### src/hw/rtl/qsed_pkg.sv
`default_nettype none

package qsed_pkg;

    localparam int QUEUE_DEPTH = 2;
    localparam int QCNT_W      = $clog2(QUEUE_DEPTH + 1);

    localparam logic [7:0] CH_DQUOTE    = 8'h22;
    localparam logic [7:0] CH_SQUOTE    = 8'h27;
    localparam logic [7:0] CH_BACKSLASH = 8'h5c;
    localparam logic [7:0] CH_LF        = 8'h0a;
    localparam logic [7:0] CH_CR        = 8'h0d;
    localparam logic [7:0] CH_TAB       = 8'h09;
    localparam logic [7:0] CH_N         = 8'h6e;
    localparam logic [7:0] CH_R         = 8'h72;
    localparam logic [7:0] CH_T         = 8'h74;
    localparam logic [7:0] CH_X         = 8'h78;

    typedef enum logic [2:0] {
        PH_IDLE = 3'd0,
        PH_BODY = 3'd1,
        PH_ESC  = 3'd2,
        PH_HEX1 = 3'd3,
        PH_HEX2 = 3'd4
    } t_phase;

    typedef enum logic [1:0] {
        ST_OK        = 2'd0,
        ST_TOO_SHORT = 2'd1,
        ST_BAD_QUOTE = 2'd2
    } t_status;

    typedef struct packed {
        logic [7:0] in_char;
        logic       is_closing;
    } t_in_item;

    typedef struct packed {
        logic [7:0] out_byte;
        logic       byte_valid;
        logic       end_of_string;
        t_status    status;
    } t_out_item;

    function automatic logic hex_ok(input logic [7:0] c);
        hex_ok = (c >= 8'h30 && c <= 8'h39) || (c >= 8'h61 && c <= 8'h66) ||
                 (c >= 8'h41 && c <= 8'h46);
    endfunction

    function automatic logic [3:0] hex_val(input logic [7:0] c);
        logic [7:0] v;
        v = 8'h00;
        if (c >= 8'h30 && c <= 8'h39) begin
            v = c - 8'h30;
        end else if (c >= 8'h61 && c <= 8'h66) begin
            v = c - 8'h57;
        end else if (c >= 8'h41 && c <= 8'h46) begin
            v = c - 8'h37;
        end
        hex_val = v[3:0];
    endfunction

    function automatic t_out_item byte_item(input logic [7:0] b);
        t_out_item it;
        it.out_byte      = b;
        it.byte_valid    = 1'b1;
        it.end_of_string = 1'b0;
        it.status        = ST_OK;
        byte_item = it;
    endfunction

    function automatic t_out_item end_item(input t_status st);
        t_out_item it;
        it.out_byte      = 8'h00;
        it.byte_valid    = 1'b0;
        it.end_of_string = 1'b1;
        it.status        = st;
        end_item = it;
    endfunction

endpackage

`default_nettype wire

### src/hw/rtl/quoted_string_escape_decoder.sv
`default_nettype none

// channel  | direction | handshake               | payload
// ---------+-----------+-------------------------+---------------------------------
// in       | input     | i_in_valid / o_in_ready | i_in  (in_char, is_closing)
// out      | output    | o_out_valid/i_out_ready | o_out (out_byte, byte_valid,
//          |           |                         |        end_of_string, status)
//
// one request per cycle while the result queue has room; a taken request is held in r_in and
// its results go through the result queue to o_out; a request that yields two results holds
// the decode stage only while the two-entry result queue cannot take both at once
// reset (synchronous, active low) empties both stages and waits for an opening quote
// a stall on out fills the result queue, then the decode register, then drops o_in_ready

module quoted_string_escape_decoder
    import qsed_pkg::*;
(
    input  wire        i_clk,
    input  wire        i_rst_n,
    input  wire        i_in_valid,
    output logic       o_in_ready,
    input  wire t_in_item i_in,
    output logic       o_out_valid,
    input  wire        i_out_ready,
    output t_out_item  o_out
);

    logic              r_in_valid;
    t_in_item          r_in;
    t_phase            r_phase, n_phase;
    logic [7:0]        r_open_quote, n_open_quote;
    logic              r_quote_ok, n_quote_ok;
    logic [7:0]        r_first_hex, n_first_hex;
    t_out_item         r_q [QUEUE_DEPTH];
    t_out_item         n_q [QUEUE_DEPTH];
    logic [QCNT_W-1:0] r_cnt, n_cnt;

    logic              en_a, en_b;
    logic [7:0]        byte_a;
    t_out_item         item_b;
    t_out_item         res0, res1;
    logic [QCNT_W-1:0] res_n;
    logic              pop, advance;
    logic [QCNT_W-1:0] base, free_slots;

    // decode of the held character
    always_comb begin
        logic [7:0] c;
        logic       cl;
        t_status    fin_st;
        c            = r_in.in_char;
        cl           = r_in.is_closing;
        fin_st       = (r_quote_ok && c == r_open_quote) ? ST_OK : ST_BAD_QUOTE;
        n_phase      = r_phase;
        n_open_quote = r_open_quote;
        n_quote_ok   = r_quote_ok;
        n_first_hex  = r_first_hex;
        en_a         = 1'b0;
        byte_a       = c;
        en_b         = 1'b0;
        item_b       = byte_item(c);
        unique case (r_phase)
            PH_BODY: begin
                if (cl) begin
                    en_b    = 1'b1;
                    item_b  = end_item(fin_st);
                    n_phase = PH_IDLE;
                end else if (c == CH_BACKSLASH) begin
                    n_phase = PH_ESC;
                end else begin
                    en_b    = r_quote_ok;
                    n_phase = PH_BODY;
                end
            end
            PH_ESC: begin
                if (cl) begin
                    en_a    = r_quote_ok;
                    byte_a  = CH_BACKSLASH;
                    en_b    = 1'b1;
                    item_b  = end_item(fin_st);
                    n_phase = PH_IDLE;
                end else begin
                    n_phase = PH_BODY;
                    en_b    = r_quote_ok;
                    case (c)
                        CH_N:    item_b = byte_item(CH_LF);
                        CH_R:    item_b = byte_item(CH_CR);
                        CH_T:    item_b = byte_item(CH_TAB);
                        CH_X: begin
                            en_b    = 1'b0;
                            n_phase = PH_HEX1;
                        end
                        default: item_b = byte_item(c);
                    endcase
                end
            end
            PH_HEX1: begin
                if (cl) begin
                    en_b    = 1'b1;
                    item_b  = end_item(fin_st);
                    n_phase = PH_IDLE;
                end else if (hex_ok(c)) begin
                    n_first_hex = c;
                    n_phase     = PH_HEX2;
                end else if (c == CH_BACKSLASH) begin
                    n_phase = PH_ESC;
                end else begin
                    en_b    = r_quote_ok;
                    n_phase = PH_BODY;
                end
            end
            PH_HEX2: begin
                if (cl) begin
                    en_a    = r_quote_ok;
                    byte_a  = r_first_hex;
                    en_b    = 1'b1;
                    item_b  = end_item(fin_st);
                    n_phase = PH_IDLE;
                end else if (hex_ok(c)) begin
                    en_b    = r_quote_ok;
                    item_b  = byte_item({hex_val(r_first_hex), hex_val(c)});
                    n_phase = PH_BODY;
                end else begin
                    // lone hex digit goes out, then the character is decoded as body
                    en_a   = r_quote_ok;
                    byte_a = r_first_hex;
                    if (c == CH_BACKSLASH) begin
                        n_phase = PH_ESC;
                    end else begin
                        en_b    = r_quote_ok;
                        n_phase = PH_BODY;
                    end
                end
            end
            default: begin
                if (cl) begin
                    en_b    = 1'b1;
                    item_b  = end_item(ST_TOO_SHORT);
                    n_phase = PH_IDLE;
                end else begin
                    n_open_quote = c;
                    n_quote_ok   = (c == CH_DQUOTE) || (c == CH_SQUOTE);
                    n_phase      = PH_BODY;
                end
            end
        endcase
    end

    // pack the results to the front
    always_comb begin
        if (en_a) begin
            res0  = byte_item(byte_a);
            res1  = item_b;
            res_n = en_b ? QCNT_W'(2) : QCNT_W'(1);
        end else begin
            res0  = item_b;
            res1  = item_b;
            res_n = en_b ? QCNT_W'(1) : QCNT_W'(0);
        end
    end

    assign o_out_valid = (r_cnt != '0);
    assign o_out       = r_q[0];
    assign pop         = o_out_valid && i_out_ready;
    assign base        = r_cnt - QCNT_W'(pop);
    assign free_slots  = QCNT_W'(QUEUE_DEPTH) - base;
    assign advance     = r_in_valid && (free_slots >= res_n);
    assign o_in_ready  = !r_in_valid || advance;

    always_comb begin
        for (int i = 0; i < QUEUE_DEPTH; i++) begin
            n_q[i] = r_q[i];
        end
        if (pop) begin
            for (int i = 0; i < QUEUE_DEPTH - 1; i++) begin
                n_q[i] = r_q[i+1];
            end
        end
        n_cnt = base;
        if (advance) begin
            for (int i = 0; i < QUEUE_DEPTH; i++) begin
                if (QCNT_W'(i) == base && res_n != '0) begin
                    n_q[i] = res0;
                end
                if (QCNT_W'(i) == base + QCNT_W'(1) && res_n == QCNT_W'(2)) begin
                    n_q[i] = res1;
                end
            end
            n_cnt = base + res_n;
        end
    end

    always_ff @(posedge i_clk) begin
        if (!i_rst_n) begin
            r_in_valid   <= 1'b0;
            r_phase      <= PH_IDLE;
            r_open_quote <= 8'h00;
            r_quote_ok   <= 1'b0;
            r_first_hex  <= 8'h00;
            r_cnt        <= '0;
        end else begin
            if (o_in_ready) begin
                r_in_valid <= i_in_valid;
            end
            if (advance) begin
                r_phase      <= n_phase;
                r_open_quote <= n_open_quote;
                r_quote_ok   <= n_quote_ok;
                r_first_hex  <= n_first_hex;
            end
            r_cnt <= n_cnt;
        end
    end

    always_ff @(posedge i_clk) begin
        if (o_in_ready && i_in_valid) begin
            r_in <= i_in;
        end
        for (int i = 0; i < QUEUE_DEPTH; i++) begin
            r_q[i] <= n_q[i];
        end
    end

    a_cnt_bound: assert property (@(posedge i_clk) disable iff (!i_rst_n)
        r_cnt <= QCNT_W'(QUEUE_DEPTH))
        else $error("result queue overfilled");

    a_closing_idle: assert property (@(posedge i_clk) disable iff (!i_rst_n)
        advance && r_in.is_closing |=> r_phase == PH_IDLE)
        else $error("closing character did not return to idle");

    a_closing_end: assert property (@(posedge i_clk) disable iff (!i_rst_n)
        advance && r_in.is_closing |-> res_n != '0 && (res_n == QCNT_W'(2) ?
            res1.end_of_string : res0.end_of_string))
        else $error("closing character gave no end result");

    a_stall_holds: assert property (@(posedge i_clk) disable iff (!i_rst_n)
        r_in_valid && !advance |=> r_in_valid && $stable(r_in))
        else $error("held character lost while stalled");

endmodule

`default_nettype wire
### config.mk
export PLATFORM = sky130hd
export DESIGN_NAME = quoted_string_escape_decoder
export DESIGN_NICKNAME = d
export VERILOG_FILES = /design/src/hw/rtl/qsed_pkg.sv /design/src/hw/rtl/quoted_string_escape_decoder.sv
export SDC_FILE = /design/constraint.sdc
export NUM_CORES = 1
export LEC_CHECK = 0
export BUFFER_PORTS_ARGS = -buffer_cell sky130_fd_sc_hd__buf_2
export CORE_MARGIN = 3
export CORE_UTILIZATION = 58
export DETAILED_ROUTE_END_ITERATION = 8
export PLACE_DENSITY = 0.77
export SLEW_MARGIN = 10
export SYNTH_ARGS = -nofsm -noshare
export SYNTH_HDL_FRONTEND = slang
export SYNTH_SLANG_ARGS = --single-unit
### constraint.sdc
create_clock -name i_clk -period 5.6 [get_ports i_clk]
set_clock_uncertainty 0.2 [all_clocks]
set_input_delay 0.56 -clock i_clk [delete_from_list [all_inputs] [get_ports i_clk]]
set_output_delay 0.56 -clock i_clk [all_outputs]
set_load 0.02 [all_outputs]
# Word level (Yosys, flattened, before mapping)
# Memory sizes are Yosys's and may differ from the RTL's.
# Cells that the tools add are included.
# op_classes
order_cmp	13
n_bitwise	2
n_addsub	10
n_eq_ne	15
reduce_logical	27
div	0
shifts	0
n_mux	53
n_mul	0
# ops
operator	n
12-bit 2-to-1 mux	11
12-bit one-hot mux with 3 select lines	2
8-bit by 7-bit equality test with 1-bit output (second input constant)	5
8-bit by 7-bit >= comparator with 1-bit output (second input constant)	4
8-bit by 7-bit less-or-equal comparator with 1-bit output (second input constant)	4
24-bit 2-to-1 mux	1
4-bit 2-to-1 mux	6
8-bit 2-to-1 mux	3
8-bit by 6-bit equality test with 1-bit output (second input constant)	2
8-bit by 6-bit >= comparator with 1-bit output (second input constant)	2
8-bit by 6-bit less-or-equal comparator with 1-bit output (second input constant)	2
2-bit 2-to-1 mux	8
8-bit one-hot mux with 2 select lines	1
4-bit by 3-bit subtractor with 4-bit output (second input constant)	4
1-bit logical AND	14
1-bit 2-to-1 mux	14
3-bit 2-to-1 mux	4
3-bit one-hot mux with 4 select lines	1
8-bit equality test	1
4-bit by 1-bit subtractor with 4-bit output (second input constant)	2
3-bit by 2-bit equality test with 1-bit output (second input constant)	2
1-bit by 2-bit equality test with 1-bit output (first input constant)	2
2-bit zero test	2
1-bit logical OR	4
other kinds (17)	19
# totals
input_bits	13
out_inout_bits	14
latchBits	0
mem_bits_rw	24
wordCells	129
reg_bits	32
n_memories	1
romBits	0
# mem_list
name	words	width	read_ports	rd_clocked_by_memory_dff	wr	line_no	text
r_q	2	12	2	0	2	quoted_string_escape_decoder.sv:34	t_out_item r_q [QUEUE_DEPTH];

# Longest topological paths before layout
# Gate-level depths: netlist (run 1).
# logic_depth
ltp_word	14
depth_mapped	18
depth_no_buf	16

# Worst setup path before layout (run 1)
# OpenSTA, ideal clock, no wires.
# synth_timing
kind	reg-to-reg
startpoint	register, netlist name r_in[1]
endpoint	memory r_q[0][12] in the netlist's numbering (enable)
required_time_ns	5.015
setup_time_ns	0.385
setup_slack_ns	1.234
synth_period_minus_slack_ns	4.366
t_arrival_ns	3.781
path_stages_with_launch	15
n_path_buf	2
cell_sequence	edfxtp_1 inv_1 ha_1 nor3b_4 nor3_2 o32ai_2 inv_2 ha_1 ha_1 nand2b_1 a21oi_1 nand2b_1 clkbuf_1 clkbuf_1 a21oi_1
# synth_lines
element	line_no
to (decl)	quoted_string_escape_decoder.sv:34

==> results by group, run 1 <==
Run status
  – Status: completed

Cells and area
  – Final net count: about 460
  – Final Util: a little over three fifths
  – Layout Area Growth over Synthesis: 3.956%
  – Layout cells sized above 1: 15.26%
  – Antenna diodes: 0

Worst setup path
  – Worst Path Required: between 5 and 6 ns
  – Worst EP arrival: approximately 4.6 ns
  – CP Max Fanout: 12
  – CP Cell Sequence: inv_1 -> ha_1 -> nor3b_4 -> nor3_2 -> o32ai_2 -> inv_2 -> ha_1 -> ha_1 -> nand2b_1 -> a21oi_1 -> nand2b_1 -> a21oi_1
  – Crit path buf inv count: 2
  – WS Path Type: reg2reg
  – Startpoint Class: register
  – CP endpoint kind: register
  – Delay-heaviest family, CP: compound AO/OA/AOI/OAI gates
  – Slowest stage cell, crit path: a21oi_1
  – Cell repeated most along the worst path: ha_1
  – Crit-path max cell delay: 0.95 ns

STA
  – Worst Tran Pin Value: about 1.2 ns
  – Final setup vio count: 0
  – Slew Limit Headroom: 20.55%
  – RSZ-0062 raised after global routing: false
  – Hold Vio Cnt, Final: 0
  – Max-slew violations: 0
  – Fmax: about 0.21 GHz
  – Fin Hold WS: about 0.22 ns
  – Fin crit period: approximately 4.8 ns
  – Post-route setup TNS: 0 ns
  – Period utilization: ~86%

Min path
  – Class of the worst hold path: in2reg

Clock network
  – Clock Latency Late Sink: 0.31 ns
  – CTS Hold Buffers Added: 0
  – H-tree Lvls: 2
  – CTS tree: built
  – CTS sink cnt: 56
  – Clock transition at path regs: around 0.10 ns
  – Postcts setup bufs: 0
  – Root Driver: clkbuf_8
  – CTS Buffer Depth: 2
  – Clock buffer count from CTS: 5
  – Resize count post-CTS: 0

Place
  – Routability Congestion: approximately 0.9
  – Port Buf Inserts: 26
  – Hpwl dp: ~7300 um

Global routing
  – Total Routing Usage GR: a little over a quarter
  – First-pass GRT wire length: 15610 um
  – Grt ovf: 0
  – Vias in the first global route: just over 3000
  – Initial antenna violation count: 0
  – Largest net degree at the start of global routing: 24

Routing
  – DRC Markers: 0
  – Detail Route Antenna Nets: 0
  – Initial DRC count: between 150 and 200
  – Wire length after detailed routing: 9664 um
  – Vias per inst: roughly 6.4
  – Drt pass-1 iters: 5
  – Vias: approximately 3200
  – DR WL/cell: between 15 and 20 um

Die
  – Die Ht: 87.90 um
  – # IOs: 27
  – # rows: 29
  – Core ar.: between 6000 and 7000 um^2
  – Die area: roughly 7700 um^2
  – Die width: ~88 um
  – Initial Utilization: about three fifths

Yosys
  – Synth Flop Type: dfxtp_1
  – Yosys Warn Count: 0
  – Netlist cell types: 75
  – Synthesized cell area: between 3000 and 4000 um^2
  – Post-synth EDFFs: 21
  – Syn_nets: 452
  – Syn_area_per_cell: about 9.2 um^2
  – Register area share after synthesis: between 30% and 40%
  – Cell count after synthesis: roughly 420
  – #FFs+latches synth: 56
  – Ys async rst share: 0%

Power and ir drop
  – Static leakage: between 1.5 and 2 nW
  – PD cells: between 300 and 400 nW/um^2
  – Peak VDD IR: between 0.15 and 0.2 mV

Flow run
  – Max cap viols: 0
[metal layers]
| metal | routed length (um) | global-route usage, % | vias up |
|---|---|---|---|
| met5 | 0 | 0 | - |
| met4 | 340 | 11.72 | 0 |
| met2 | 4544 | 44.25 | 154 |
| met3 | 698 | 4.986 | 32 |
| li1 | - | - | 1547 |
| met1 | 4081 | 33.20 | 1480 |
[stage by stage]
| step | setup WS (ns) | std cells | area [um^2] | total power [mW] |
|---|---|---|---|---|
| floorplan | 1.234 | 421 | 3890 | 1.125 |
| global placement | 0.9849 | 495 | 3956 | 1.248 |
| detailed placement | 0.7834 | 495 | 3956 | 1.267 |
| CTS | 0.7568 | 503 | 4044 | 1.490 |
| global route | 0.3570 | 503 | 4044 | 1.590 |
| finish | 0.7584 | 503 | 4044 | 1.483 |
[worst paths after layout]
path | startpoint | endpoint | slack, ns | cells past startpoint
max | r_in[2] | r_q[0][16] | 0.76 | 12
min reg2reg | r_q[0][14] | r_q[0][2] | 0.30 | 2
max reg2reg | r_in[2] | r_q[0][16] | 0.76 | 12
min | i_in[5] | r_in[5] | 0.22 | 1
[report_power, final]
| group | total (mW) | internal (mW) | switching (mW) |
|---|---|---|---|
| clock | 0.222 | 0.0897 | 0.132 |
| sequential | 0.574 | 0.511 | 0.0630 |
| combinational | 0.686 | 0.267 | 0.420 |
[cells in the mapped netlist (2+ instances only)]
library cell / count / area share (%)
a2bb2oi_1: 4 / 0.90
or4_1: 3 / 0.58
nor4_4: 2 / 1.1
or3b_2: 3 / 0.68
a21o_1: 4 / 0.77
and3_1: 4 / 0.64
dfxtp_1: 35 / 18
nor3b_1: 3 / 0.58
ha_1: 18 / 5.8
nand3_1: 8 / 1.0
nand2b_1: 9 / 1.4
buf_4: 15 / 2.9
o21ai_0: 15 / 1.9
nand4b_1: 3 / 0.68
nand3b_1: 4 / 0.77
a31oi_1: 5 / 0.80
xor2_1: 9 / 2.0
nor3b_4: 2 / 0.97
nor4_1: 3 / 0.48
nor2b_1: 18 / 2.9
buf_2: 2 / 0.26
inv_1: 19 / 1.8
a21oi_1: 22 / 2.8
nor3_1: 7 / 0.90
mux2i_1: 28 / 7.2
and2_1: 7 / 1.1
nand4bb_1: 2 / 0.58
xnor2_1: 4 / 0.90
o22ai_1: 5 / 0.80
a211oi_1: 7 / 1.4
nor2_1: 24 / 2.3
edfxtp_1: 21 / 16
or4_2: 2 / 0.45
o31ai_1: 7 / 1.4
o21a_1: 4 / 0.77
buf_6: 3 / 0.87
a211o_1: 4 / 0.90
clkbuf_1: 17 / 1.6
o21bai_1: 3 / 0.58
a311oi_1: 3 / 0.68
a21boi_0: 3 / 0.58
nand2_1: 24 / 2.3
a2111oi_0: 4 / 0.90
[cells by family (layout without fill, tap and decap cells)]
kind of cell,after synthesis,count (layout),share of synthesized area [%]
xor+xnor,13,13,2.927
compound gates,109,109,19.85
simple gates,139,139,22.13
flops,56,56,34.22
fa+ha+maj,18,18,5.790
mux,29,29,7.494
buf+inv,57,62,7.591
[cells in the final DEF, fill, tap and decap left out, types with 3 or more instances in the layout]
cell type	Yosys	layout
a2111oi_0	4	4
clkbuf_8	0	5
nor3b_1	3	3
inv_1	19	19
nor2b_1	18	18
a21oi_1	22	22
a211oi_1	7	7
and3_1	4	4
a2bb2oi_1	4	4
o31ai_1	7	7
ha_1	18	18
nand3b_1	4	4
nand4b_1	3	3
o22ai_1	5	5
nand3_1	8	8
a21o_1	4	4
o21ai_0	15	15
nand2_1	24	24
buf_2	2	26
nor4_1	3	3
nor2_1	24	24
or3b_2	3	3
a31oi_1	5	5
or4_1	3	3
o21a_1	4	4
a211o_1	4	4
xor2_1	9	9
o21bai_1	3	3
buf_4	15	8
a21boi_0	3	3
nor3_1	7	7
edfxtp_1	21	21
xnor2_1	4	4
nand2b_1	9	9
dfxtp_1	35	35
a311oi_1	3	3
mux2i_1	28	28
and2_1	7	7
[state kept, by name, indices dropped and copies added (netlist names)]
signal / flops
r_phase: 3
r_q: 24
r_open_quote: 8
r_in_valid: 1
r_quote_ok: 1
r_first_hex: 8
r_cnt: 2
r_in: 9
[area by class of cell]
type | count | area (um^2)
well taps | 77 | 96.34
inverters | 20 | 75.07
multi-input cells | 308 | 2263
flip-flops and latches | 56 | 1331
clock buffers | 6 | 72.57
repair buffers | 34 | 190.2
clock inverters | 2 | 15.01
fillers | 557 | 2379
Power figures use the tool's default switching activity.
==> run 2, diff against run 1 <==
--- a/config.mk
+++ b/config.mk
@@ -9,6 +9,7 @@
 export CORE_MARGIN = 3
 export CORE_UTILIZATION = 58
 export DETAILED_ROUTE_END_ITERATION = 8
+export MAX_ROUTING_LAYER = met4
 export PLACE_DENSITY = 0.77
 export SLEW_MARGIN = 10
 export SYNTH_ARGS = -nofsm -noshare
==> results by group, run 2 (synthesis results as in run 1) <==
Run status
  – Status: completed

STA
  – Final setup vio count: 0 (unchanged)
  – Worst Tran Pin Value: 1.193 ns (+0.001233 ns)
  – Hold Vio Cnt, Final: 0 (unchanged)
  – Slew Limit Headroom: 20.46% (-0.082 points)
  – Post-route setup TNS: 0 ns (unchanged)
  – RSZ-0062 raised after global routing: false
  – Max-slew violations: 0 (unchanged)
  – Period utilization: 85.36% (-1.1 points)
  – Fin crit period: 4.780 ns (-0.06136 ns)
  – Fmax: 0.2092 GHz (+1.3%)
  – Fin Hold WS: 0.2187 ns (+0.002729 ns)

Die
  – Die Ht: 87.90 um (unchanged)
  – # IOs: 27 (unchanged)
  – Die area: 7726 um^2 (unchanged)
  – Die width: 87.90 um (unchanged)
  – Initial Utilization: 60.57% (unchanged)
  – Core ar.: 6422 um^2 (unchanged)
  – # rows: 29 (unchanged)

Cells and area
  – Leading cell type in the layout, fill and taps excluded: dfxtp_1
  – Layout cells sized above 1: 14.86% (-0.40 points)
  – Largest registers: r_q (24), r_in (9)
  – Final net count: 454 (-0.44%)
  – Antenna diodes: 0 (unchanged)
  – Layout Area Growth over Synthesis: 3.603%
  – Finished Layout Cells: 501 (-0.40%)
  – Max reg flops: 24 (unchanged)
  – Most frequent cells in the layout: dfxtp_1, mux2i_1, buf_2
  – Biggest register: r_q

Worst setup path
  – WS Path Type: reg2reg
  – Crit path depth: 15 (+3)
  – CP endpoint kind: register
  – Worst Path Required: 5.62 ns (+0.28 ns)
  – Delay-heaviest family, CP: simple AND/OR/NAND/NOR gates
  – CP Max Fanout: 16 (+4)
  – CP Cell Sequence: inv_1 -> ha_1 -> nor3b_4 -> nor3_2 -> o32ai_2 -> inv_2 -> ha_1 -> ha_1 -> nand2b_1 -> a21oi_1 -> nand2b_1 -> buf_4 -> or4_1 -> mux2i_1 -> nor2b_1
  – Depth of the most critical reg-to-reg path: 15 (+3)
  – Crit path buf inv count: 3 (+1)
  – Cell repeated most along the worst path: ha_1
  – Startpoint Class: register
  – Slowest stage cell, crit path: o32ai_2
  – Crit-path max cell delay: 0.58 ns (-0.37 ns)
  – Worst EP arrival: 4.80 ns (+0.22 ns)

Clock network
  – CTS tree: built
  – Resize count post-CTS: 0 (unchanged)
  – CTS Buffer Depth: 2 (unchanged)
  – CTS Hold Buffers Added: 0 (unchanged)
  – Clock Latency Late Sink: 0.32 ns (about the same)
  – Postcts setup bufs: 0 (unchanged)
  – Root Driver: clkbuf_8
  – H-tree Lvls: 2 (unchanged)
  – Clock buffer count from CTS: 5 (unchanged)
  – CTS sink cnt: 56 (unchanged)
  – Clock transition at path regs: 0.10 ns (about the same)

Place
  – Port Buf Inserts: 26 (unchanged)
  – Hpwl dp: 7204 um (-1.6%)
  – Placed Cells incl. Taps: 493 (-0.40%)
  – Routability Congestion: 0.9497 (+4.2%)

Power and ir drop
  – Switch Pwr: 613.4 uW (-0.30%)
  – Static leakage: 1.670 nW (-0.83%)
  – Switching Fraction: 41.57% (+0.072 points)
  – PD cells: 366.2 nW/um^2 (-0.13%)
  – Combinational Power Share: 45.3% (-1.0 points)
  – P_int: 862.2 uW (-0.59%)
  – Clock group share of total power: 15.1% (about the same)
  – Peak VDD IR: 0.1711 mV (-2.8%)
  – Flop pwr share: 39.6% (+0.9 points)
  – Total Power: 1.476 mW (-0.47%)

Global routing
  – Initial antenna violation count: 0 (unchanged)
  – Largest net degree at the start of global routing: 24 (unchanged)
  – Total Routing Usage GR: 26.92% (+0.45 points)
  – Grt ovf: 0 (unchanged)
  – First-pass GRT wire length: 15330 um (-1.8%)
  – Vias in the first global route: 3077 (-0.74%)

Routing
  – Drt pass-1 iters: 5 (unchanged)
  – Initial DRC count: 311 (+69%)
  – Detail Route Antenna Nets: 0 (unchanged)
  – DRC Markers: 0 (unchanged)
  – Vias: 3203 (-0.31%)
  – DR WL/cell: 19.02 um (-1.0%)
  – Wire length after detailed routing: 9527 um (-1.4%)
  – Vias per inst: 6.393 (about the same)

Min path
  – WHS Path Cells: 1 (unchanged)
  – Class of the worst hold path: in2reg

Flow run
  – Max cap viols: 0 (unchanged)
[run 2: cell types whose count changed in the layout (fill, tap and decap cells not counted), sizes merged]
cell | previous run | this run
buf | 34 | 32
clkinvlp | 0 | 1
inv | 21 | 20
[run 2: through the flow]
step,setup WS (ns),cell area (um^2),utilization [%]
floorplan,1.234,3890,-
global placement,1.040,3941,61.37
CTS,0.8755,4030,62.75
global route,0.5084,4030,62.75
detailed placement,0.8987,3941,61.37
finish,0.8197,4030,62.75
[run 2: metal layers]
metal  share of wire, %  track usage [%]  vias up
met5                  0                -        -
met4                3.5            12.69        0
met3                6.1            4.798       34
met2                 47            42.81      140
met1                 43            33.04     1489
li1                   -                -     1540
[run 2: worst paths after layout]
kind                    from        endpoint  slack (ns)
setup reg to reg     r_in[2]  r_first_hex[0]        0.82
setup / recovery     r_in[2]  r_first_hex[0]        0.82
hold / removal       i_in[5]         r_in[5]        0.22
hold reg to reg   r_q[0][14]       r_q[0][2]        0.29
[run 2: layout make-up]
cell class,instances,area [um^2]
clock inverters,2,16.27
multi-input cells,308,2263
well taps,77,96.34
clock buffers,6,72.57
inverters,20,75.07
flip-flops and latches,56,1331
repair buffers,32,175.2
fillers,556,2392
[run 2: power by group through the flow]
stage / clock [mW] / sequential, mW / combinational (mW)
floorplan: 0 / 0.551 / 0.573
global placement: 0 / 0.589 / 0.654
finish: 0.223 / 0.584 / 0.668
CTS: 0.230 / 0.584 / 0.665
global route: 0.245 / 0.594 / 0.743
detailed placement: 0 / 0.594 / 0.662
==> run 3, diff against run 2 <==
--- a/config.mk
+++ b/config.mk
@@ -6,8 +6,8 @@
 export NUM_CORES = 1
 export LEC_CHECK = 0
 export BUFFER_PORTS_ARGS = -buffer_cell sky130_fd_sc_hd__buf_2
-export CORE_MARGIN = 3
 export CORE_UTILIZATION = 58
+export CTS_BUF_LIST = sky130_fd_sc_hd__clkbuf_16
 export DETAILED_ROUTE_END_ITERATION = 8
 export MAX_ROUTING_LAYER = met4
 export PLACE_DENSITY = 0.77
==> constraint.sdc (replaced) <==
create_clock -name i_clk -period 5.6 [get_ports i_clk]
set_clock_uncertainty 0.2 [all_clocks]
set_input_delay 1.12 -clock i_clk [delete_from_list [all_inputs] [get_ports i_clk]]
set_output_delay 1.12 -clock i_clk [all_outputs]
set_load 0.02 [all_outputs]
==> results by group, run 3 (synthesis results as in run 1) <==
Routing
  – Vias: 3204 (+0.031%)
  – Detail Route Antenna Nets: 0 (unchanged)
  – Initial DRC count: 171 (-45%)
  – DRC Markers: 8 (+8)
  – Met2 routed WL: 4428 um (-2.1%)
  – Drt pass-1 iters: 6 (+1)
  – Top sig layer: met4
  – DR WL/cell: 18.38 um (-3.3%)
  – Wire length on met3: 482 um (-18%)
  – Wire length after detailed routing: 9283 um (-2.6%)
  – Vias per inst: 6.345 (-0.76%)
  – Post-Route M1 WL: 4069 um (-0.22%)

Flow run
  – Max cap viols: 0 (unchanged)

Place
  – Port Buf Inserts: 26 (unchanged)
  – Routability Congestion: 0.9753 (+2.7%)
  – Placed Cells incl. Taps: 497 (+0.81%)
  – Dpl cell area: 3971 um^2 (+0.76%)
  – Hpwl dp: 7042 um (-2.2%)

Worst setup path
  – Worst Path Required: 4.28 ns (-1.34 ns)
  – R2R Setup Slk: 0.86 ns (+0.04 ns)
  – WS Path Type: reg2out
  – Reg2reg start: r_in[1]
  – CP endpoint kind: output pin
  – Depth of the most critical reg-to-reg path: 12 (-3)
  – R2R Path End: r_q[0][21]
  – CP Max Fanout: 9 (-7)
  – Startpoint Class: register
  – Worst EP arrival: 3.77 ns (-1.03 ns)

Min path
  – Class of the worst hold path: reg2reg
  – Hold Path Sink: r_q[0][2]
  – WHS Path Cells: 2 (+1)
  – Hold_sp: r_q[0][14]

Power and ir drop
  – Combinational Power Share: 43.9% (-1.4 points)
  – Peak VDD IR: 0.1829 mV (+6.9%)
  – Switching Fraction: 39.55% (-2.0 points)
  – Static leakage: 1.722 nW (+3.1%)
  – Switch Pwr: 615.3 uW (+0.32%)
  – Flop pwr share: 36.7% (-2.9 points)
  – P_int: 940.5 uW (+9.1%)
  – Clock group share of total power: 19.4% (+4.3 points)
  – PD cells: 378.5 nW/um^2 (+3.4%)

Global routing
  – Largest net degree at the start of global routing: 24 (unchanged)
  – First-pass GRT wire length: 15210 um (-0.76%)
  – Total Routing Usage GR: 28.48% (+1.6 points)
  – Initial antenna violation count: 0 (unchanged)
  – Grt ovf: 0 (unchanged)
  – Vias in the first global route: 3076 (-0.032%)

Clock network
  – CTS Hold Buffers Added: 0 (unchanged)
  – Clock Latency Late Sink: 0.30 ns (-0.02 ns)
  – Root Driver: clkbuf_16
  – Clock transition at path regs: 0.07 ns (-0.03 ns)
  – CTS sink cnt: 56 (unchanged)
  – Postcts setup bufs: 0 (unchanged)
  – Resize count post-CTS: 0 (unchanged)
  – Clock buffer count from CTS: 5 (unchanged)
  – CTS Buffer Depth: 2 (unchanged)
  – H-tree Lvls: 2 (unchanged)
  – CTS tree: built

Die
  – # IOs: 27 (unchanged)
  – Initial Utilization: 60.57% (unchanged)
  – Die area: 7038 um^2 (-8.9%)
  – # rows: 29 (unchanged)
  – Die width: 83.90 um (-4.6%)
  – Die Ht: 83.90 um (-4.6%)
  – Core ar.: 6422 um^2 (unchanged)

Cells and area
  – Most frequent cells in the layout: dfxtp_1, mux2i_1, buf_2
  – Layout cells sized above 1: 15.42% (+0.56 points)
  – Leading cell type in the layout, fill and taps excluded: dfxtp_1
  – Antenna diodes: 0 (unchanged)
  – Max reg flops: 24 (unchanged)
  – Biggest register: r_q
  – Finished Layout Cells: 505 (+0.80%)
  – Largest registers: r_q (24), r_in (9)
  – Layout Area Growth over Synthesis: 5.661%
  – Final net count: 458 (+0.88%)
  – Final instance area: 4110 um^2 (+2.0%)

STA
  – Fin Hold WS: 0.2751 ns (+0.05640 ns)
  – Final setup vio count: 0 (unchanged)
  – Post-route setup TNS: 0 ns (unchanged)
  – Max-slew violations: 0 (unchanged)
  – Worst Tran Pin Value: 1.129 ns (-0.06379 ns)
  – Fin crit period: 5.093 ns (+0.3125 ns)
  – Fmax: 0.1964 GHz (-6.1%)
  – Slew Limit Headroom: 24.72% (+4.3 points)
  – RSZ-0062 raised after global routing: false
  – Hold Vio Cnt, Final: 0 (unchanged)
  – Period utilization: 90.94% (+5.6 points)

Run status
  – Failing checks: design-rule violations
  – Status: finished, violations left
[run 3: cell count changes in the layout (fill, tap and decap cells not counted), sizes merged]
cell / change
buf: +4
inv: +2
clkbuf: -1
clkinvlp: -1
[run 3: critical path, cell delays in order, from the launching register on]
cell and delay, ns:
edfxtp_1 0.53, inv_1 0.20, ha_1 0.20, nor3b_4 0.35, nor3_2 0.15, o32ai_2 0.55
inv_2 0.15, ha_1 0.32, ha_1 0.29, nand2b_1 0.14, a21oi_1 0.33, nand2_1 0.11
buf_2 0.17
[run 3: power by group through the flow]
stage / Combinational (mW) / Clock [mW] / Sequential [mW]
finish: 0.683 / 0.302 / 0.571
global route: 0.754 / 0.318 / 0.579
CTS: 0.681 / 0.305 / 0.572
detailed placement: 0.678 / 0 / 0.581
global placement: 0.667 / 0 / 0.577
floorplan: 0.573 / 0 / 0.551
[run 3: area by class of cell]
| type | count | area, um^2 |
|---|---|---|
| inverter | 20 | 75.07 |
| clock inverter | 3 | 13.76 |
| multi-input combinational | 308 | 2263 |
| sequential | 56 | 1331 |
| clock buffer | 5 | 125.1 |
| fill | 557 | 2312 |
| timing repair buffer | 36 | 205.2 |
| tap | 77 | 96.34 |
[run 3: per-stage QoR]
| stage | utilization, % | power (mW) | worst slack (ns) |
|---|---|---|---|
| after CTS | 64.00 | 1.557 | 0.5214 |
| after global placement | 61.84 | 1.244 | 0.9122 |
| after detailed placement | 61.84 | 1.259 | 0.8438 |
| final | 64.00 | 1.556 | 0.5072 |
| after global routing | 64.00 | 1.651 | 0.2117 |
| after floorplan | - | 1.125 | 0.9245 |
[run 3: worst max-delay path by stage]
stage                startpoint  slack (ns)  cells past startpoint    endpoint
floorplan           i_out_ready        0.92                     10  o_in_ready
global placement        r_in[1]        0.91                     12  o_in_ready
CTS                     r_in[1]        0.52                     12  o_in_ready
finish                  r_in[1]        0.51                     12  o_in_ready
global route            r_in[1]        0.21                     12  o_in_ready
detailed placement      r_in[1]        0.84                     12  o_in_ready
[run 3: per-layer routing]
metal,GRT usage [%],up-vias
li1,-,1550
met3,3.363,24
met2,47.91,115
met1,34.52,1515
met5,-,-
met4,12.23,0
